## src/design/lru_pkg.sv

```systemverilog
package lru_pkg;

    localparam int CFG_W     = 4;
    localparam int FAULT_W   = 32;
    localparam logic [CFG_W-1:0]   CFG_RESET = 4'd8;
    localparam logic [FAULT_W-1:0] FAULT_MAX = '1;

    typedef enum logic [1:0] {
        ST_IDLE,
        ST_SCAN,
        ST_UPDATE
    } t_state;

    typedef struct packed {
        logic en;
        logic is_new;
    } t_touch_ctl;

endpackage

```

## src/design/lru_page_mem.sv

```systemverilog
module lru_page_mem #(
    parameter int DEPTH = 8,
    parameter int AW    = 3,
    parameter int DW    = 16
) (
    input  logic          i_clk,
    input  logic          i_we,
    input  logic [AW-1:0] i_waddr,
    input  logic [DW-1:0] i_wdata,
    input  logic          i_re,
    input  logic [AW-1:0] i_raddr,
    output logic [DW-1:0] o_rdata
);

    logic [DW-1:0] r_mem [DEPTH];
    logic [DW-1:0] r_rdata;

    always_ff @(posedge i_clk) begin
        if (i_we) begin
            r_mem[i_waddr] <= i_wdata;
        end
    end

    always_ff @(posedge i_clk) begin
        if (i_re) begin
            r_rdata <= r_mem[i_raddr];
        end
    end

    assign o_rdata = r_rdata;

endmodule

```

## src/design/lru_rank_file.sv

```systemverilog
module lru_rank_file #(
    parameter int MAX_FRAMES = 8,
    parameter int FW         = 3
) (
    input  logic                      i_clk,
    input  logic                      i_rst_n,
    input  lru_pkg::t_touch_ctl       i_touch,
    input  logic [FW-1:0]             i_touch_idx,
    input  logic [FW-1:0]             i_rd_idx,
    output logic                      o_rd_valid,
    output logic [FW-1:0]             o_rd_rank
);
    import lru_pkg::*;

    logic [MAX_FRAMES-1:0] r_valid;
    logic [FW-1:0]         r_rank [MAX_FRAMES];
    logic [FW-1:0]         sel_rank;

    assign sel_rank   = r_rank[i_touch_idx];
    assign o_rd_valid = r_valid[i_rd_idx];
    assign o_rd_rank  = r_rank[i_rd_idx];

    // hit/replace: age frames younger than the touched one; fill: age all valid frames
    always_ff @(posedge i_clk) begin
        if (!i_rst_n) begin
            r_valid <= '0;
            for (int i = 0; i < MAX_FRAMES; i++) begin
                r_rank[i] <= '0;
            end
        end else if (i_touch.en) begin
            for (int i = 0; i < MAX_FRAMES; i++) begin
                if (r_valid[i] && (i_touch.is_new || (r_rank[i] < sel_rank))) begin
                    r_rank[i] <= r_rank[i] + FW'(1);
                end
            end
            r_rank[i_touch_idx] <= '0;
            if (i_touch.is_new) begin
                r_valid[i_touch_idx] <= 1'b1;
            end
        end
    end

endmodule

```

## src/design/lru_page_replacement_core.sv

```systemverilog
// Channel   Dir  Handshake                  Payload
// s_axis    in   i_s_axis_tvalid/o_..tready tdata: page_number
// m_axis    out  o_m_axis_tvalid/i_..tready tdata: frame_index, evicted_page, fault_total
//                                           tuser: hit, evicted_valid
// cfg       in   i_cfg_we                   i_cfg_wdata: frames_in_use
//
// For each reference, after accept the n active frames (n = active frames) are
// scanned one per cycle through the page memory read port, then the update state
// commits the rank update and the result before the next accept.
// Synchronous active-low reset clears valid bits, ranks and the fault count.
// A result waits in the output register; the commit stalls only while it is not taken.
module lru_page_replacement_core #(
    parameter int MAX_FRAMES = 8,
    parameter int PAGE_BITS  = 16,
    localparam int FW = (MAX_FRAMES > 1) ? $clog2(MAX_FRAMES) : 1,
    localparam int CW = $clog2(MAX_FRAMES + 1),
    localparam int IW = ((PAGE_BITS + 7) / 8) * 8,
    localparam int OW = ((FW + PAGE_BITS + lru_pkg::FAULT_W + 7) / 8) * 8
) (
    input  logic                     i_clk,
    input  logic                     i_rst_n,
    input  logic                     i_cfg_we,
    input  logic [lru_pkg::CFG_W-1:0] i_cfg_wdata,   // frames_in_use
    input  logic                     i_s_axis_tvalid,
    output logic                     o_s_axis_tready,
    input  logic [IW-1:0]            i_s_axis_tdata, // page_number
    output logic                     o_m_axis_tvalid,
    input  logic                     i_m_axis_tready,
    output logic [OW-1:0]            o_m_axis_tdata, // frame_index, evicted_page, fault_total
    output logic [1:0]               o_m_axis_tuser  // hit, evicted_valid
);
    import lru_pkg::*;

    t_state r_state, n_state;

    logic [CFG_W-1:0]     r_cfg;
    logic [CW-1:0]        n_act;
    logic [31:0]          cfg_ext;

    logic [PAGE_BITS-1:0] r_page;
    logic [CW-1:0]        r_idx;
    logic                 r_cmp_vld;
    logic [FW-1:0]        r_cmp_idx;
    logic                 r_hit_found, r_empty_found;
    logic [FW-1:0]        r_hit_idx, r_empty_idx, r_best_idx;
    logic [FW-1:0]        r_best_rank;
    logic [PAGE_BITS-1:0] r_best_page;
    logic [FAULT_W-1:0]   r_fault, n_fault;

    logic                 r_out_valid, r_out_hit, r_out_ev;
    logic [FW-1:0]        r_out_frame;
    logic [PAGE_BITS-1:0] r_out_evpage;
    logic [FAULT_W-1:0]   r_out_fault;

    logic                 s_ready, issue, commit;
    logic                 accept;
    logic                 is_hit, is_empty, is_better;
    logic [FW-1:0]        frame_sel;
    logic                 rd_valid;
    logic [FW-1:0]        rd_rank;
    logic [PAGE_BITS-1:0] mem_rdata;
    t_touch_ctl           touch;

    assign cfg_ext = 32'(r_cfg);
    always_comb begin
        if (cfg_ext == 32'd0) begin
            n_act = CW'(1);
        end else if (cfg_ext > 32'(MAX_FRAMES)) begin
            n_act = CW'(MAX_FRAMES);
        end else begin
            n_act = CW'(cfg_ext);
        end
    end

    assign issue  = (r_idx < n_act);
    assign accept = i_s_axis_tvalid && s_ready;

    always_comb begin
        n_state = r_state;
        unique case (r_state)
            ST_IDLE:   if (i_s_axis_tvalid) n_state = ST_SCAN;
            ST_SCAN:   if (!issue) n_state = ST_UPDATE;
            ST_UPDATE: if (!r_out_valid || i_m_axis_tready) n_state = ST_IDLE;
            default:   n_state = ST_IDLE;
        endcase
    end

    always_comb begin
        s_ready = 1'b0;
        commit  = 1'b0;
        unique case (r_state)
            ST_IDLE:   s_ready = 1'b1;
            ST_SCAN:   ;
            ST_UPDATE: commit = !r_out_valid || i_m_axis_tready;
            default:   ;
        endcase
    end

    // scan compare stage, aligned with the registered memory read
    assign is_hit    = r_cmp_vld && !r_hit_found && rd_valid && (mem_rdata == r_page);
    assign is_empty  = r_cmp_vld && !r_empty_found && !rd_valid;
    assign is_better = r_cmp_vld && ((r_cmp_idx == '0) || (rd_rank > r_best_rank));

    always_comb begin
        priority if (r_hit_found) begin
            frame_sel = r_hit_idx;
        end else if (r_empty_found) begin
            frame_sel = r_empty_idx;
        end else begin
            frame_sel = r_best_idx;
        end
    end

    assign touch.en     = commit;
    assign touch.is_new = !r_hit_found && r_empty_found;
    assign n_fault      = (r_fault == FAULT_MAX) ? r_fault : r_fault + FAULT_W'(1);

    always_ff @(posedge i_clk) begin
        if (!i_rst_n) begin
            r_state     <= ST_IDLE;
            r_cfg       <= CFG_RESET;
            r_cmp_vld   <= 1'b0;
            r_fault     <= '0;
            r_out_valid <= 1'b0;
        end else begin
            r_state <= n_state;
            if (i_cfg_we) begin
                r_cfg <= i_cfg_wdata;
            end
            r_cmp_vld <= (r_state == ST_SCAN) && issue;
            if (commit && !r_hit_found) begin
                r_fault <= n_fault;
            end
            if (commit) begin
                r_out_valid <= 1'b1;
            end else if (i_m_axis_tready) begin
                r_out_valid <= 1'b0;
            end
        end
    end

    always_ff @(posedge i_clk) begin
        if (accept) begin
            r_page        <= i_s_axis_tdata[PAGE_BITS-1:0];
            r_idx         <= '0;
            r_hit_found   <= 1'b0;
            r_empty_found <= 1'b0;
        end
        if ((r_state == ST_SCAN) && issue) begin
            r_idx     <= r_idx + CW'(1);
            r_cmp_idx <= r_idx[FW-1:0];
        end
        if (is_hit) begin
            r_hit_found <= 1'b1;
            r_hit_idx   <= r_cmp_idx;
        end
        if (is_empty) begin
            r_empty_found <= 1'b1;
            r_empty_idx   <= r_cmp_idx;
        end
        if (is_better) begin
            r_best_idx  <= r_cmp_idx;
            r_best_rank <= rd_rank;
            r_best_page <= mem_rdata;
        end
        if (commit) begin
            r_out_hit    <= r_hit_found;
            r_out_frame  <= frame_sel;
            r_out_ev     <= !r_hit_found && !r_empty_found;
            r_out_evpage <= (!r_hit_found && !r_empty_found) ? r_best_page : '0;
            r_out_fault  <= r_hit_found ? r_fault : n_fault;
        end
    end

    lru_page_mem #(
        .DEPTH (MAX_FRAMES),
        .AW    (FW),
        .DW    (PAGE_BITS)
    ) u_mem (
        .i_clk   (i_clk),
        .i_we    (commit && !r_hit_found),
        .i_waddr (frame_sel),
        .i_wdata (r_page),
        .i_re    ((r_state == ST_SCAN) && issue),
        .i_raddr (r_idx[FW-1:0]),
        .o_rdata (mem_rdata)
    );

    lru_rank_file #(
        .MAX_FRAMES (MAX_FRAMES),
        .FW         (FW)
    ) u_rank (
        .i_clk       (i_clk),
        .i_rst_n     (i_rst_n),
        .i_touch     (touch),
        .i_touch_idx (frame_sel),
        .i_rd_idx    (r_cmp_idx),
        .o_rd_valid  (rd_valid),
        .o_rd_rank   (rd_rank)
    );

    assign o_s_axis_tready = s_ready;
    assign o_m_axis_tvalid = r_out_valid;
    assign o_m_axis_tdata  = OW'({r_out_fault, r_out_evpage, r_out_frame});
    assign o_m_axis_tuser  = {r_out_ev, r_out_hit};

endmodule

```

## config.mk

```make
export PLATFORM = sky130hd
export DESIGN_NAME = lru_page_replacement_core
export DESIGN_NICKNAME = d
export VERILOG_FILES = /design/src/design/lru_pkg.sv /design/src/design/lru_page_mem.sv /design/src/design/lru_rank_file.sv /design/src/design/lru_page_replacement_core.sv
export SDC_FILE = /design/constraint.sdc
export NUM_CORES = 1
export LEC_CHECK = 0
export ABC_CLOCK_PERIOD_IN_PS = 6450
export BUFFER_PORTS_ARGS = -buffer_cell sky130_fd_sc_hd__buf_2
export CAP_MARGIN = 15
export CORE_ASPECT_RATIO = 0.75
export CORE_MARGIN = 2
export CORE_UTILIZATION = 38
export CTS_CLUSTER_SIZE = 30
export DETAILED_ROUTE_END_ITERATION = 6
export PLACE_DENSITY = 0.5
export SETUP_SLACK_MARGIN = 0.1
export SYNTH_ARGS = -nofsm -noshare
export SYNTH_HDL_FRONTEND = slang
export SYNTH_SLANG_ARGS = --single-unit
```

## constraint.sdc

```tcl
create_clock -name i_clk -period 6.45 [get_ports i_clk]
set_input_delay 1.6125 -clock i_clk [delete_from_list [all_inputs] [get_ports i_clk]]
set_output_delay 1.6125 -clock i_clk [all_outputs]
set_load 0.01 [all_outputs]
```

==> out/qor.yml, run 1 <==
run_status:
  outcome: "complete, no violations"
synthesis:
  synthTopCellsByCount: "edfxtp_1, nor2_1, nand2_1, dfxtp_1, o21ai_0"
  synth_top_flop_cell: "edfxtp_1"
  synth_cells: 1068
  synth_top_area_share_pct: 52.1
  synth_edf_count: 248
  synth_area_leaders: "edfxtp_1, dfxtp_1, mux4_2"
  netlist_area_mm2: 0.0143
  syn_avg_cell_area_um2: 13.4
  async_flop_share_pct: 0
  synth_top_area_cell: "edfxtp_1"
  ys_seq_area_share_pct: 62.9
  synthDistinctLibCells: 64
  ys_ff_latch: 325
  synthMostInstantiatedCell: "edfxtp_1"
  ys_warn_count: 0
clocking:
  cts_root_buf: "clkbuf_16"
  cts.path.max_buffers: 3
  post_cts_buffers: 0
  clk_pin_slew_worst_paths_ns: 0.06
  cts_max_level: 2
  cts_tree: "built"
  numCtsBuffers: 36
  insertion_delay_ns: 0.53
  cts.sinks: 325
  cts_hold_buffers: 0
  cts.repair.resized: 0
timing:
  tns_ns: 0
  hold_violations: 0
  slew_viol_final: 0
  finalCritPeriodShare_pct: 71.0
  max_freq_ghz: 0.218
  finalSetupViolCount: 0
  timing.final.crit_period_ns: 4.58
  rsz0062_at_grt: "no"
  fin_skew_ns: 0.0140
  tightest_slew_ns: 1.14
  setup_ws_ns: 1.87
  slew-limit-headroom_pct: 24.1
worst_setup_path:
  path_cells: "clkinv_1, a21o_1, a2111oi_0, or4_1, buf_4, or2_1, a21oi_1, nor3_1, nor3_2"
  cp_max_fo: 27
  cp.required_ns: 6.84
  cp_top_family: "simple AND/OR/NAND/NOR gates"
  crit_path_top_delay_cell: "dfxtp_1"
  worstSetupStartpoint: "r_hit_found"
  crit_buf_inv: 2
  start_kind: "register"
  r2r_start: "r_hit_found"
  arrival_ns: 4.97
  slowest_delay_ns: 0.82
  crit_type: "register to register"
  critPathCaptureType: "register"
power:
  p_leak_nw: 5.48
  p_int_mw: 3.70
  p_seq_share_pct: 49.3
  power.switching_mw: 1.18
  switching_share_pct: 24.2
  total_power_mw: 4.89
  p_comb_share_pct: 10.6
  power.density_mw_per_mm2: 299
  power.share.clock_pct: 40.0
  ir_worst_vdd_mv: 0.159
floorplan:
  start_util_pct: 38.5
  num_io_pins: 85
  die_y_um: 172
  core_mm2: 0.0371
  dieWidth_um: 228
  fp.dieArea_mm2: 0.0392
  std_cell_rows: 61
global_route:
  grt_max_degree: 45
  grt_use_total_pct: 16.8
  antenna_found_initial: 0
  grt_pass1_wl_mm: 50.8
  grt_pass1_vias: 8374
  grt_overflow: 0
finish:
  layout.cells.non_filler: 1683
  drive_gt1_share_pct: 20.4
  antenna-diode-count: 0
  area_growth_pct: 14.3
  final_area_mm2: 0.0163
  fillers: 3431
  final_nets: 1202
placed_design:
  pre_cts_slack_ns: 1.73
  gp_congestion: 0.817
  dp.cells: 1619
  place_area_mm2: 0.0152
  hpwl_mm: 20.9
  numPortBuffers: 79
route:
  vias_per_cell: 5.19
  ant_nets: 0
  wl_per_cell_um: 19.4
  drc: 0
  first_pass_iters: 5
  first_iter_violations: 727
  vias: 8738
  wl_mm: 32.6
worst_hold_path:
  worstHoldStart: "u_mem.o_rdata[2]"
  min-delay-path-class: "register to register"
flow_run:
  maxCapViolCount: 0
-- per-stage QoR --
stage | util, % | hold slack [ns]
floorplan | - | 0.407
detailed placement | 41.1 | 0.456
CTS | 44.0 | 0.452
finish | 44.0 | 0.456
global route | 44.0 | 0.467
global placement | 41.1 | 0.455
-- state kept, by name, indices dropped and copies added (netlist names), 2 cells and up, named ones only --
signal and count:
u_mem.o_rdata 16, r_out_evpage 16, r_cfg 4, r_idx 4, r_fault 32, r_cmp_idx 3
u_mem.r_mem 128, r_empty_idx 3, r_out_fault 32, u_rank.r_rank 24, r_out_frame 3, r_best_idx 3
r_hit_idx 3, r_page 16, r_best_page 16, u_rank.r_valid 8, r_state 2, r_best_rank 3
-- layout by cell type, fill, tap and decap left out, types with 5 or more instances in the layout --
cell type,netlist,layout
buf_4,7,18
nor4_1,11,11
nor2_1,90,90
a211oi_1,9,9
nand4_1,12,12
xor2_1,35,35
clkbuf_1,30,15
and3_1,12,12
o21bai_1,7,7
conb_1,1,5
ha_1,24,24
buf_2,7,79
nand3_1,27,27
a21o_1,6,6
nand2_1,84,84
clkbuf_16,0,37
nor3_2,7,13
nor3_1,32,26
mux4_2,41,41
xnor2_1,35,35
and2_1,21,21
clkinv_1,5,7
dfxtp_1,77,77
or3_1,11,11
o21ai_0,42,42
mux2i_1,12,12
edfxtp_1,248,248
inv_1,18,18
o211ai_1,9,9
a21oi_1,39,39
mux2_2,25,25
a22oi_1,6,6
-- routing by layer --
| layer | vias up | global-route usage (%) | wire [um] |
|---|---|---|---|
| met5 | - | 0 | 0 |
| met4 | 0 | 4.09 | 440 |
| met3 | 31 | 3.10 | 1940 |
| met2 | 221 | 24.3 | 13600 |
| met1 | 4308 | 26.0 | 16600 |
| li1 | 4178 | - | - |
-- worst paths after layout --
kind | end | slack, ns | cells after the start
worst min-delay path | r_best_page[2] | 0.46 | 0
worst max-delay path | u_rank.r_rank[4][0] | 1.87 | 9
worst max register to register | u_rank.r_rank[4][0] | 1.87 | 9
worst min register to register | r_best_page[2] | 0.46 | 0
-- layout make-up --
class                      instances  area (um2)  share of cell area [%]
clock buffer                      52         982                    6.01
clock inverter                    12         123                   0.751
inverter                          24        91.3                   0.559
multi-input combinational        669        4990                    30.5
sequential                       325        8990                    55.0
tap                              504         631                    3.86
timing repair buffer              97         531                    3.25
-- power by group through the flow --
stage               combinational, mW  clock [mW]  sequential (mW)
global route                    0.574        2.10             2.42
floorplan                       0.381           0             2.44
CTS                             0.525        2.02             2.41
finish                          0.519        1.96             2.41
detailed placement              0.523           0             2.46
global placement                0.521           0             2.45
-- logic make-up after synthesis --
logic type / count (synthesis) / synth area share (%)
simple gates: 339 / 11.7
buf+inv: 78 / 2.51
fa+ha+maj: 24 / 2.10
mux: 83 / 9.75
xor+xnor: 70 / 4.29
compound gates: 148 / 6.73
flops: 325 / 62.9
other cells: 1 / 0.0262
Power figures use the tool's default switching activity.
==> inputs of run 2 (changes only) <==
- ABC_AREA: not set -> 1
- ABC_CLOCK_PERIOD_IN_PS: 6450 -> 4000
- PLACE_DENSITY: 0.5 -> 0.52
- clock period: 6.45 -> 4 ns (I/O delays scaled with it)
==> run 2 against run 1 <==
Against the previous run: fmax is 46% higher; worst hold slack better by 0.0081 ns; die area is 2.4% higher; clock power is 59% higher; synthesized cell count is 42% higher; largest cell class unchanged; highest routed layer unchanged.
==> out/qor.yml, run 2 <==
clocking:
  cts_root_buf: "clkbuf_16"
  cts.sinks: 325
  post_cts_buffers: 0
  cts_max_level: 2
  cts.path.max_buffers: 3
  cts_hold_buffers: 0
  insertion_delay_ns: 0.53
  numCtsBuffers: 36
  cts_tree: "built"
  cts.repair.resized: 0
  clk_pin_slew_worst_paths_ns: 0.06
route:
  vias_per_cell: 4.98
  drc: 0
  first_iter_violations: 886
  wl_per_cell_um: 17.1
  wl_mm: 36.8
  vias: 10700
  first_pass_iters: 5
  ant_nets: 0
power:
  ir_worst_vdd_mv: 0.284
  p_seq_share_pct: 48.1
  power.switching_mw: 2.28
  p_int_mw: 5.99
  total_power_mw: 8.27
  switching_share_pct: 27.6
  power.density_mw_per_mm2: 494
  power.share.clock_pct: 37.5
  p_comb_share_pct: 14.4
  p_leak_nw: 6.32
global_route:
  grt_overflow: 0
  antenna_found_initial: 0
  grt_pass1_vias: 10200
  grt_max_degree: 69
  grt_pass1_wl_mm: 57.8
  grt_use_total_pct: 18.5
synthesis:
  netlist_area_mm2: 0.0146
  syn_avg_cell_area_um2: 9.62
  synth_top_area_share_pct: 50.9
  synth_top_area_cell: "edfxtp_1"
  async_flop_share_pct: 0
  synth_top_flop_cell: "edfxtp_1"
  synth_edf_count: 248
  ys_ff_latch: 325
  synth_cells: 1521
  synthTopCellsByCount: "edfxtp_1, nand2_1, nor2_1, inv_1, o21ai_0"
  synthDistinctLibCells: 42
  ys_warn_count: 0
  ys_seq_area_share_pct: 61.4
  synth_area_leaders: "edfxtp_1, dfxtp_1, nand2_1"
  synthMostInstantiatedCell: "edfxtp_1"
timing:
  setup_ws_ns: 0.856
  holdWs_ns: 0.464
  tns_ns: 0
  rsz0062_at_grt: "no"
  tightest_slew_ns: 0.977
  fin_skew_ns: 0.0251
  timing.final.crit_period_ns: 3.14
  slew_viol_final: 0
  finalSetupViolCount: 0
  finalCritPeriodShare_pct: 78.6
  hold_violations: 0
  max_freq_ghz: 0.318
  slew-limit-headroom_pct: 34.8
run_status:
  outcome: "complete, no violations"
finish:
  largest_reg_flops: 128
  multi_input_area_mm2: 0.00472
  layout_commonest_cell: "edfxtp_1"
  drive_gt1_share_pct: 11.7
  final_area_mm2: 0.0167
  area_growth_pct: 14.4
  final_cell_mix: "edfxtp_1, nand2_1, nor2_1, inv_1, o21ai_0"
  seq_area_mm2: 0.00899
  fillers: 3717
  top_regs: "u_mem.r_mem x128, r_fault x32, r_out_fault x32"
  final_nets: 1655
  regMostFlops: "u_mem.r_mem"
  antenna-diode-count: 0
worst_setup_path:
  arrival_ns: 3.56
  start_kind: "register"
  cp.required_ns: 4.42
  critPathCaptureType: "register"
  cp_max_fo: 8
  crit_type: "register to register"
placed_design:
  hpwl_mm: 24.6
  place_area_mm2: 0.0156
  numPortBuffers: 79
  pre_cts_slack_ns: 0.909
  gp_congestion: 0.937
floorplan:
  std_cell_rows: 62
  fp.dieArea_mm2: 0.0401
  die_y_um: 174
  core_mm2: 0.0382
  start_util_pct: 38.3
  dieWidth_um: 231
  num_io_pins: 85
worst_hold_path:
  min-delay-path-class: "register to register"
flow_run:
  maxCapViolCount: 0
run 2: cell type report:
| class | count | area share (%) |
|---|---|---|
| Timing Repair Buffer | 98 | 3.33 |
| Clock buffer | 47 | 5.82 |
| Sequential cell | 325 | 53.7 |
| Tap cell | 512 | 3.83 |
| Clock inverter | 19 | 0.718 |
| Inverter | 197 | 4.43 |
| Multi-Input combinational cell | 948 | 28.2 |
run 2: path summary, 6_finish.rpt:
kind,start,endpoint,slack (ns),cells after the start
max reg2reg,r_hit_found,u_rank.r_rank[5][1],0.86,19
min,u_mem.o_rdata[9],r_best_page[9],0.46,0
min reg2reg,u_mem.o_rdata[9],r_best_page[9],0.46,0
max,r_hit_found,u_rank.r_rank[5][1],0.86,19
run 2: power groups by stage:
stage          logic (mW)  registers [mW]  clock network [mW]
2_1_floorplan       0.855            4.00                   0
3_3_place_gp         1.16            4.05                   0
3_5_place_dp         1.18            4.05                   0
4_1_cts              1.18            3.98                3.20
5_1_grt              1.36            4.00                3.34
6_report             1.19            3.98                3.11
run 2: kinds of logic (layout without fill, tap and decap cells):
logic type | after synthesis | count (layout) | share of synthesized area, %
compound gates | 284 | 284 | 10.5
xor+xnor | 23 | 23 | 1.38
fa+ha+maj | 24 | 24 | 2.05
buf+inv | 252 | 361 | 6.71
flops | 325 | 325 | 61.4
other cells | 1 | 5 | 0.0256
simple gates | 612 | 612 | 18.0
run 2: routing by layer:
layer  vias to the layer above  track usage (%)  share of wire [%]
met5                         -                0                  0
met1                      5007             28.1                 51
li1                       5345                -                  -
met2                       268             26.8                 42
met3                        58             3.15                5.2
met4                         0             5.73                2.4
run 2: worst max-delay path, stage by stage, from the launching register on:
cell and delay, ns:
dfxtp_1 0.54, inv_2 0.11, or2_1 0.23, nand3_2 0.18, nor2_1 0.09, inv_1 0.15, nor2_1 0.09, nand2_1 0.07
o21ai_0 0.07, a221oi_1 0.22, nand2_1 0.30, ha_1 0.37, nand2_1 0.07, clkinv_1 0.05, nand2_1 0.05, nand2_1 0.06
nand2_2 0.09, nand2_1 0.09, o21ai_1 0.14, nor2_1 0.05
run 2: per-stage QoR:
stage          utilization (%)  cells
6_report                  43.9   2146
2_1_floorplan                -   1525
3_3_place_gp              40.9   2079
4_1_cts                   43.8   2145
3_5_place_dp              40.9   2079
5_1_grt                   43.9   2146
==> inputs of run 3 (changes only) <==
- ABC_AREA: 1 -> 0
- ABC_CLOCK_PERIOD_IN_PS: 4000 -> 2860
- clock period: 4 -> 2.86 ns (I/O delays scaled with it)
==> run 3 against run 2 <==
Against the previous run: combinational power is 36% higher; via count shrank 14%; cell count decreased by 17%; sequential share of layout area is 3.3 points lower; register-to-register slack got worse by 0.77 ns; clock skew down 0.0030 ns; first-iteration DRC count shrank 28%; clock-buffer cell count decreased by 2; largest cell class unchanged; largest power group unchanged; highest routed layer unchanged.
==> out/qor.yml, run 3 (synthesis results as in run 1) <==
run_status:
  outcome: "complete, no violations"
clocking:
  cts_root_buf: "clkbuf_16"
  clk_pin_slew_worst_paths_ns: 0.06
  insertion_delay_ns: 0.53
  cts_hold_buffers: 0
  cts.sinks: 325
  cts_tree: "built"
  numCtsBuffers: 35
  cts_max_level: 2
  cts.path.max_buffers: 3
route:
  wl_per_cell_um: 19.1
  first_pass_iters: 5
  vias_per_cell: 5.14
  wl_mm: 34.0
  vias: 9162
  first_iter_violations: 637
  ant_nets: 0
  drc: 0
timing:
  max_freq_ghz: 0.360
  finalCritPeriodShare_pct: 97.1
  setup_ws_ns: 0.0833
  slew-limit-headroom_pct: 51.1
  holdWs_ns: 0.358
  timing.final.crit_period_ns: 2.78
  hold_violations: 0
  finalSetupViolCount: 0
  rsz0062_at_grt: "yes"
  fin_skew_ns: 0.0221
  slew_viol_final: 0
  tightest_slew_ns: 0.732
floorplan:
  num_io_pins: 85
  core_mm2: 0.0371
  dieWidth_um: 228
  die_y_um: 172
  fp.dieArea_mm2: 0.0392
  start_util_pct: 38.5
  std_cell_rows: 61
placed_design:
  dp.cells: 1704
  hpwl_mm: 22.2
  numPortBuffers: 79
  gp_congestion: 0.824
  pre_cts_slack_ns: -0.110
  place_area_mm2: 0.0161
power:
  ir_worst_vdd_mv: 0.347
  p_leak_nw: 6.13
  power.density_mw_per_mm2: 632
worst_setup_path:
  path_cells: "mux2i_4, buf_4, a211oi_4, a2111oi_4, or4_4, buf_8, buf_6, o21ai_2, o21bai_1, a21oi_1, mux2_1"
  arrival_ns: 3.19
  cp.required_ns: 3.27
  start_kind: "register"
  cp_max_fo: 6
  slowest_delay_ns: 0.61
  crit_type: "register to register"
  crit_path_top_delay_cell: "or4_4"
  critPathCaptureType: "register"
global_route:
  grt_use_total_pct: 17.2
  grt_pass1_wl_mm: 52.7
  grt_pass1_vias: 8991
  grt_max_degree: 45
  antenna_found_initial: 0
  grt_overflow: 0
finish:
  antenna-diode-count: 0
  top_regs: "u_mem.r_mem x128, r_fault x32, r_out_fault x32"
  regMostFlops: "u_mem.r_mem"
  final_cell_mix: "edfxtp_1, buf_4, nor2_1, buf_2, nand2_1"
  layout.cells.non_filler: 1784
  layout_commonest_cell: "edfxtp_1"
  drive_gt1_share_pct: 33.4
  final_area_mm2: 0.0178
  final_nets: 1302
  post-route-util_pct: 48.1
  area_growth_pct: 24.9
  largest_reg_flops: 128
flow_run:
  maxCapViolCount: 0
worst_hold_path:
  min-delay-path-class: "input port to register"
==> run 3: cell types whose count changed in the layout (fill, tap and decap cells not counted), sizes merged, moves of 29 or more <==
cell	delta
nand2	-157
mux4	+41
nor2	-141
mux2	+29
inv	-169
buf	+97
nand3	-56
xnor2	+32
o21ai	-116
==> run 3: critical path, delay by kind of cell, from the launching register on <==
kind                   cells  cell delay, ns
AO/OA/AOI/OAI              5            0.71
flip-flops                 1            0.36
AND/OR/NAND/NOR            1            0.61
multiplexers               2            0.53
buffers and inverters      3            0.45
==> run 3: worst paths after layout <==
kind                                          from                   to  slack, ns  cells past startpoint
worst min register to register   u_mem.o_rdata[15]      r_best_page[15]       0.47                      0
worst max register to register       r_empty_found  u_rank.r_rank[7][2]       0.08                     11
worst max-delay path                 r_empty_found  u_rank.r_rank[7][2]       0.08                     11
worst min-delay path            i_s_axis_tdata[10]           r_page[10]       0.36                      1
==> run 3: metal layers <==
layer | GRT usage, % | part of all wire, % | up-vias
met5 | 0 | 0 | -
met4 | 4.52 | 1.8 | 0
met3 | 2.69 | 4.7 | 47
met2 | 25.7 | 43 | 220
met1 | 26.1 | 50 | 4536
li1 | - | - | 4359
==> run 3: area by class of cell <==
cell class / instances / area (um2)
Clock buffer: 45 / 923
Multi-Input combinational cell: 669 / 5530
Timing Repair Buffer: 198 / 1530
Fill cell: 3284 / 19200
Inverter: 24 / 111
Sequential cell: 325 / 8990
Tap cell: 504 / 631
Clock inverter: 19 / 124
==> run 3: timing repair <==
| item | in CTS | in global routing |
|---|---|---|
| cloned | 1 | 3 |
| setup buffers | 2 | 10 |
| endpoints found under the setup margin | 23 | 32 |
| hold endpoints to repair | 0 | 0 |
| pin swaps | 7 | 59 |
| gates resized for setup | 16 | 117 |
==> run 3: power by group <==
part,internal [mW],switching (mW),leakage (nW)
Sequential,5.30,0.131,2.86
Clock,2.38,1.84,0.513
Combinational,0.771,0.851,2.76
Total,8.45,2.82,6.13
==> run 3: stage by stage <==
stage	total power [mW]	setup TNS, ns
final	11.3	0
after global routing	11.8	-0.0406
after CTS	11.2	0
after detailed placement	6.92	-0.806
after global placement	6.90	-0.0394
after floorplan	6.38	-0.395
